File: config.mk
export PLATFORM = sky130hd
export DESIGN_NAME = ptne_dist
export DESIGN_NICKNAME = d
export VERILOG_FILES = /design/src/ptne_pkg.sv /design/src/ptne_dist.sv
export SDC_FILE = /design/constraint.sdc
export NUM_CORES = 2
export LEC_CHECK = 0
export BUFFER_PORTS_ARGS = -buffer_cell sky130_fd_sc_hd__buf_4
export CORE_MARGIN = 10
export CORE_UTILIZATION = 40
export CTS_CLUSTER_SIZE = 20
export DETAILED_ROUTE_END_ITERATION = 8
export PLACE_DENSITY = 0.55
export SLEW_MARGIN = 20
export SYNTH_ARGS = -nofsm -noshare
export SYNTH_HDL_FRONTEND = slang
export SYNTH_SLANG_ARGS = --single-unit
File: constraint.sdc
create_clock -name clk -period 6.4 [get_ports clk]
set_input_delay 0.96 -clock clk [delete_from_list [all_inputs] [get_ports clk]]
set_output_delay 0.96 -clock clk [all_outputs]
set_load 0.02 [all_outputs]
File: src/ptne_pkg.sv
// ----------------------------------------------------------------------------
// ptne_pkg: shared types and constants of the nearest-point edit table
// Request and status codes, sequencer states, beat structures and the
// control bundle between the sequencer and the distance unit.
// ----------------------------------------------------------------------------
`default_nettype none

package ptne_pkg;

  // Coordinate width is fixed by the width of the point fields.
  localparam int COORD_BITS = 20;
  localparam int REQ_W      = 3;
  localparam int VSEL_W     = 3;
  localparam int SLOT_W     = 6;
  localparam int LCOUNT_W   = 7;

  typedef logic signed [COORD_BITS-1:0] coord_t;

  typedef enum logic [REQ_W-1:0] {
    REQ_CLEAR          = 3'd0,
    REQ_APPEND         = 3'd1,
    REQ_REMOVE_LAST    = 3'd2,
    REQ_REMOVE_AT      = 3'd3,
    REQ_FIND_NEAREST   = 3'd4,
    REQ_REMOVE_NEAREST = 3'd5,
    REQ_MOVE_NEAREST   = 3'd6
  } req_e;

  typedef enum logic [1:0] {
    ST_OK        = 2'd0,
    ST_EMPTY     = 2'd1,
    ST_FULL      = 2'd2,
    ST_BAD_INDEX = 2'd3
  } status_e;

  typedef enum logic [2:0] {
    S_IDLE,
    S_DECODE,
    S_SCAN,
    S_SHIFT,
    S_RESULT
  } state_e;

  typedef struct packed {
    logic [REQ_W-1:0]  req_type;
    logic [VSEL_W-1:0] view_sel;
    coord_t            point_x;
    coord_t            point_y;
    logic [SLOT_W-1:0] slot_sel;
  } in_beat_t;

  typedef struct packed {
    logic [SLOT_W-1:0]   slot_found;
    logic [LCOUNT_W-1:0] list_count;
    status_e             status;
  } out_beat_t;

  typedef struct packed {
    coord_t x;
    coord_t y;
  } point_t;

  typedef struct packed {
    logic clear;  // forget the best candidate before a new search
    logic valid;  // a stored point is presented this cycle
  } dist_ctl_t;

endpackage

`default_nettype wire

File: src/ptne_dist.sv
// ----------------------------------------------------------------------------
// ptne_dist: pipelined squared-distance and running-minimum unit
// Takes one stored point a cycle, forms the exact squared distance to the
// query point over three stages and keeps the first index of least distance.
// ----------------------------------------------------------------------------
`default_nettype none

module ptne_dist #(
  parameter int IDX_W = 6
) (
  input  wire logic             clk,
  input  wire logic             rst_n,
  input  ptne_pkg::dist_ctl_t   ctl,
  input  wire logic [IDX_W-1:0] smp_idx,
  input  ptne_pkg::point_t      smp,
  input  ptne_pkg::point_t      qry,
  output logic                  drained,
  output logic [IDX_W-1:0]      best_idx
);
  import ptne_pkg::*;

  localparam int MAG_W  = COORD_BITS;
  localparam int DIFF_W = COORD_BITS + 1;
  localparam int SQ_W   = 2 * COORD_BITS;
  localparam int SUM_W  = SQ_W + 1;

  logic signed [DIFF_W-1:0] dx, dy;
  logic [MAG_W-1:0]         adx_nxt, ady_nxt;
  logic [MAG_W-1:0]         adx_r, ady_r;
  logic [IDX_W-1:0]         a_idx_r, b_idx_r;
  logic                     a_v_r, b_v_r;
  logic [SQ_W-1:0]          sqx_nxt, sqy_nxt;
  logic [SQ_W-1:0]          sqx_r, sqy_r;
  logic [SUM_W-1:0]         sum_nxt;
  logic [SUM_W-1:0]         best_d_r;
  logic [IDX_W-1:0]         best_idx_r;
  logic                     have_r;
  logic                     take;

  // Stage A: magnitudes of the coordinate differences. The difference of two
  // coordinates never reaches the most negative value, so the magnitude fits.
  always_comb begin
    dx      = DIFF_W'(smp.x) - DIFF_W'(qry.x);
    dy      = DIFF_W'(smp.y) - DIFF_W'(qry.y);
    adx_nxt = dx[DIFF_W-1] ? MAG_W'(-dx) : MAG_W'(dx);
    ady_nxt = dy[DIFF_W-1] ? MAG_W'(-dy) : MAG_W'(dy);
  end

  // Stage B: squares.
  always_comb begin
    sqx_nxt = adx_r * adx_r;
    sqy_nxt = ady_r * ady_r;
  end

  // Stage C: sum and compare; a strict compare keeps the lowest index on a tie.
  always_comb begin
    sum_nxt = SUM_W'(sqx_r) + SUM_W'(sqy_r);
    take    = b_v_r && (!have_r || (sum_nxt < best_d_r));
  end

  always_ff @(posedge clk) begin
    if (!rst_n) begin
      a_v_r  <= 1'b0;
      b_v_r  <= 1'b0;
      have_r <= 1'b0;
    end else begin
      a_v_r <= ctl.valid;
      b_v_r <= a_v_r;
      if (ctl.clear) begin
        have_r <= 1'b0;
      end else if (take) begin
        have_r <= 1'b1;
      end
    end
  end

  always_ff @(posedge clk) begin
    adx_r   <= adx_nxt;
    ady_r   <= ady_nxt;
    a_idx_r <= smp_idx;
    sqx_r   <= sqx_nxt;
    sqy_r   <= sqy_nxt;
    b_idx_r <= a_idx_r;
    if (take) begin
      best_d_r   <= sum_nxt;
      best_idx_r <= b_idx_r;
    end
  end

  assign drained  = !a_v_r && !b_v_r;
  assign best_idx = best_idx_r;

endmodule

`default_nettype wire

; Word level (Yosys, flattened, before mapping)
; Cells that the tools add are included.
; Widths: inputs -> output; s select.
[op_classes]
addsub = 5
mul = 2
mux = 2
bitwise_logic = 1
reduce_logical = 7
order_cmp = 1
[ops]
columns = op, n
row1 = $mul 20x20->40, 2
row2 = $sub 20x20->21, 2
row3 = $add 40x40->41, 1
row4 = $lt 41x41->1, 1
row5 = $mux 20, 2
row6 = $neg 20->20, 2
row7 = $logic_not 1->1, 3
row8 = $logic_and 1x1->1, 2
row9 = $reduce_or 2->1, 1
row10 = $logic_or 1x1->1, 1
row11 = $not 1->1, 1
[totals]
output_inout_bits = 7
regBits = 182
input_bits = 90
word_cells = 29

; Logic depth before layout (Yosys ltp)
[logic_depth]
depth_word = 4
depth_mapped = 29
mapped_depth_nobuf = 26

; Worst setup path after synthesis
; OpenSTA, ideal clock, no wires.
[synth_path]
path_type = reg2reg
from = register adx_r[4]
to = register sqx_r[34]
t_arrival_ps = 6810
required_ps = 6328
path_stages_with_launch = 26
period_less_slack_ps = 6883
setup_slack_ps = -483
n_path_buf = 2
path_cell_list = dfxtp_1 -> clkbuf_1 -> clkbuf_1 -> nand2_1 -> fa_1 -> inv_1 -> fa_1 -> inv_1 -> fa_1 -> inv_1 -> fa_1 -> fa_1 -> fa_1 -> inv_1 -> fa_1 -> inv_1 -> ha_1 -> a211o_1 -> a2111oi_0 -> o21ai_0 -> a21oi_1 -> o311ai_1 -> a21oi_1 -> o21ai_0 -> a21boi_0 -> xnor2_1
[synth_between]
elab_chain_len = 1
[synth_rtl]
columns = element, line_no
row1 = from (decl), ptne_dist.sv:29  ; logic [MAG_W-1:0] adx_r, ady_r;
row2 = from (signal assigned), ptne_dist.sv:78  ; adx_r <= adx_nxt;
row3 = $mul 20x20->40, ptne_dist.sv:51  ; sqx_nxt = adx_r * adx_r;
row4 = via sqx_nxt[34], ptne_dist.sv:32  ; logic [SQ_W-1:0] sqx_nxt, sqy_nxt;
row5 = to (signal assigned), ptne_dist.sv:81  ; sqx_r <= sqx_nxt;
row6 = to (decl), ptne_dist.sv:33  ; logic [SQ_W-1:0] sqx_r, sqy_r;
; The timed path passes the listed nets, and every way through them passes these cells.
; A chain may end at the register's enable or synchronous reset.

; Final worst setup path
[layout_path]
from = register ady_r[7]
to = register sqy_r[39]
[layout_between]
elab_chain_len = 1
[layout_rtl]
columns = element, line_no
row1 = from (decl), ptne_dist.sv:29
row2 = from (signal assigned), ptne_dist.sv:79  ; ady_r <= ady_nxt;
row3 = $mul 20x20->40, ptne_dist.sv:52  ; sqy_nxt = ady_r * ady_r;
row4 = via sqy_nxt[39], ptne_dist.sv:32
row5 = to (signal assigned), ptne_dist.sv:82  ; sqy_r <= sqy_nxt;
row6 = to (decl), ptne_dist.sv:33
; The timed path passes the listed nets, and every way through them passes these cells.

==> impl_metrics.env <==
export IMPL_grt_pass1_wl_um=122000
export IMPL_cp_num_buf_inv=4
export IMPL_drtPass1Iterations=6
export IMPL_tightest_slew_ns=0.991
export IMPL_ant_nets=0
export IMPL_hp_class="flip-flop to flip-flop"
export IMPL_synth_ff_type="dfxtp_1"
export IMPL_ys_warn_count=0
export IMPL_maxSlewHeadroom_pct=33.1
export IMPL_start_kind="flip-flop"
export IMPL_status="complete, but fails checks"
export IMPL_dieHeight_um=305
export IMPL_syn_num_nets=4559
export IMPL_ys_seq_area_share_pct=12.6
export IMPL_synth_cells=3486
export IMPL_htree_levels=4
export IMPL_synth_mux_area_fraction_pct=0.170
export IMPL_drcViolationCount=0
export IMPL_place_worst_setup_slack_ns=-0.463
export IMPL_place_inst=4883
export IMPL_rsz0062_at_grt="yes"
export IMPL_layout_cells_non_filler=4962
export IMPL_slowest_delay_ns=0.55
export IMPL_grt_max_degree=47
export IMPL_synthDistinctLibCells=77
export IMPL_fmax_ghz=0.154
export IMPL_synth_compound_area_share_pct=8.87
export IMPL_cp_max_fo=6
export IMPL_antenna_cells=0
export IMPL_clk_pin_slew_ns=0.07
export IMPL_grt_pass1_vias=25400
export IMPL_setup_slack_ns=-0.0799
export IMPL_hpwl_um=59600
export IMPL_final_common_cell="inv_1"
export IMPL_clk_path_buf_depth=2
export IMPL_portBuffers=96
export IMPL_ys_async_sr_fraction_pct=0
export IMPL_cap_violations=0
export IMPL_cts_hold_buf=0
export IMPL_antenna_found_initial=0
export IMPL_viasPerCell=4.78
export IMPL_avgSynthCellArea_um2=9.29
export IMPL_ioPinCount=97
export IMPL_cp_arrival_ns=6.88
export IMPL_maxSlewViolCount=0
export IMPL_start_util_pct=40.3
export IMPL_finalCritPeriodShare_pct=101
export IMPL_core_um2=80400
export IMPL_nets=4962
export IMPL_crit_family="adder cells"
export IMPL_yosys_area_share_simple_pct=11.8
export IMPL_synthesis_area_um2=32400
export IMPL_grt_overflow_total=0
export IMPL_drt_iter0_markers=840
export IMPL_globalplace_congestion=0.822
export IMPL_cts_sinks=180
export IMPL_die_w_um=305
export IMPL_finalSetupViolCount=8
export IMPL_dieArea_um2=92700
export IMPL_routed_wl_um=70200
export IMPL_num_vias=23700
export IMPL_fin_crit_ns=6.48
export IMPL_synth_top_family_by_area="adder cells"
export IMPL_drive_gt1_share_pct=19.9
export IMPL_track_usage_pct=15.6
export IMPL_clock_skew_ns=0.0179
export IMPL_crit_path_frequent_cell="fa_1"
export IMPL_violations="negative setup slack"
export IMPL_layout_common_cells="760 x inv_1, 525 x fa_1, 434 x buf_4"
export IMPL_synth_seq_cells=180
export IMPL_num_rows=104
export IMPL_cts_made_buffers=17
export IMPL_worst_path_max_delay_cell="fa_2"
export IMPL_path_cells="buf_12 > buf_4 > and2_4 > ha_1 > or2_4 > fa_2 > inv_2 > fa_1 > inv_1 > fa_1 > fa_2 > fa_1 > fa_1 > ha_4 > or3_1 > o211ai_1 > o211ai_1 > a21oi_2 > a21oi_4 > nand4_1 > nand4_1 > a2111o_1 > o211ai_1"
export IMPL_hold_viol_final=0
export IMPL_synthAdderAreaFrac_pct=50.9
export IMPL_cts_root_buf="clkbuf_16"
export IMPL_cts_tree="built"
export IMPL_wl_per_cell_um=14.1
export IMPL_synth_xor_xnor_area_share_pct=5.41
export IMPL_area_delta_synth_final_pct=20.2
export IMPL_clkLatencyLatePin_ns=0.49
export IMPL_crit_type="flip-flop to flip-flop"
export IMPL_synth_edf_count=47
export IMPL_crit_path_end_kind="flip-flop"
export IMPL_crit_required_ns=6.80
[Yosys cell counts, drive strengths merged (28+ instances only)]
library cell / number / area share (%)
o21ai: 76 / 1.2
inv: 789 / 9.1
dfxtp: 133 / 8.2
fa: 558 / 34
nor2: 130 / 1.5
a21oi: 166 / 2.6
ha: 425 / 16
edfxtp: 47 / 4.4
a21o: 58 / 1.3
nor2b: 35 / 0.68
and2: 147 / 2.8
clkbuf: 90 / 1.0
nand3: 28 / 0.43
nand2: 308 / 3.6
xor2: 72 / 1.9
xnor2: 128 / 3.5
[cells by family after synthesis]
group / after synthesis
and+or+nand+nor: 783
xor gates and xnor gates: 200
AOI/OAI and AO/OA: 451
adders and majority gates: 983
DFF: 180
muxes: 5
buffers and inverters: 884
[what timing repair did]
item	in CTS	in global routing
setup buffers	27	23
pin swaps	112	116
gates cloned	1	0
gates resized for setup	161	166
setup endpoints to repair	27	32
[metrics by stage]
step	instance area [um2]	hold WS, ns	TNS, ns	utilization (%)
finish	38900	0.331	-0.309	48.4
CTS	38100	0.335	-0.337	47.4
global route	38900	0.344	-4.09	48.4
floorplan	32600	0.310	0	-
global placement	36800	0.311	-5.82	45.7
detailed placement	36800	0.313	-7.36	45.7
[worst paths after layout]
path / cells past startpoint / startpoint / slack (ns) / to
setup reg to reg: 23 / ady_r[7]$_DFF_P_ / -0.08 / sqy_r[39]$_DFF_P_
hold reg to reg: 0 / a_idx_r[0]$_DFF_P_ / 0.33 / b_idx_r[0]$_DFF_P_
hold / removal: 0 / a_idx_r[0]$_DFF_P_ / 0.33 / b_idx_r[0]$_DFF_P_
setup / recovery: 23 / ady_r[7]$_DFF_P_ / -0.08 / sqy_r[39]$_DFF_P_
[area by class of cell]
cell class,count,area [um2]
Multi-Input combinational cell,2422,26000
Sequential cell,180,4150
Clock inverter,14,151
Fill cell,7692,41500
Tap cell,1060,1330
Timing Repair Buffer,479,3870
Clock buffer,18,429
Inverter,789,2960
[metal layers]
metal | global-route usage, % | vias to the layer above | wire length (um)
met1 | 20.5 | 11800 | 32000
met2 | 27.8 | 224 | 35900
li1 | - | 11700 | -
met4 | 2.94 | 0 | 691
met3 | 1.56 | 44 | 1560
met5 | 0 | - | 0
[flip-flops by register name, summed over array words and instances, names as in the netlist, 6 cells and up]
name / cells
sqx_r: 39
a_idx_r: 6
best_idx: 6
adx_r: 20
ady_r: 20
best_d_r: 41
sqy_r: 39
b_idx_r: 6
Power is not shown: default switching activity piles up to over one toggle a cycle in this logic, so the estimate is an artifact.
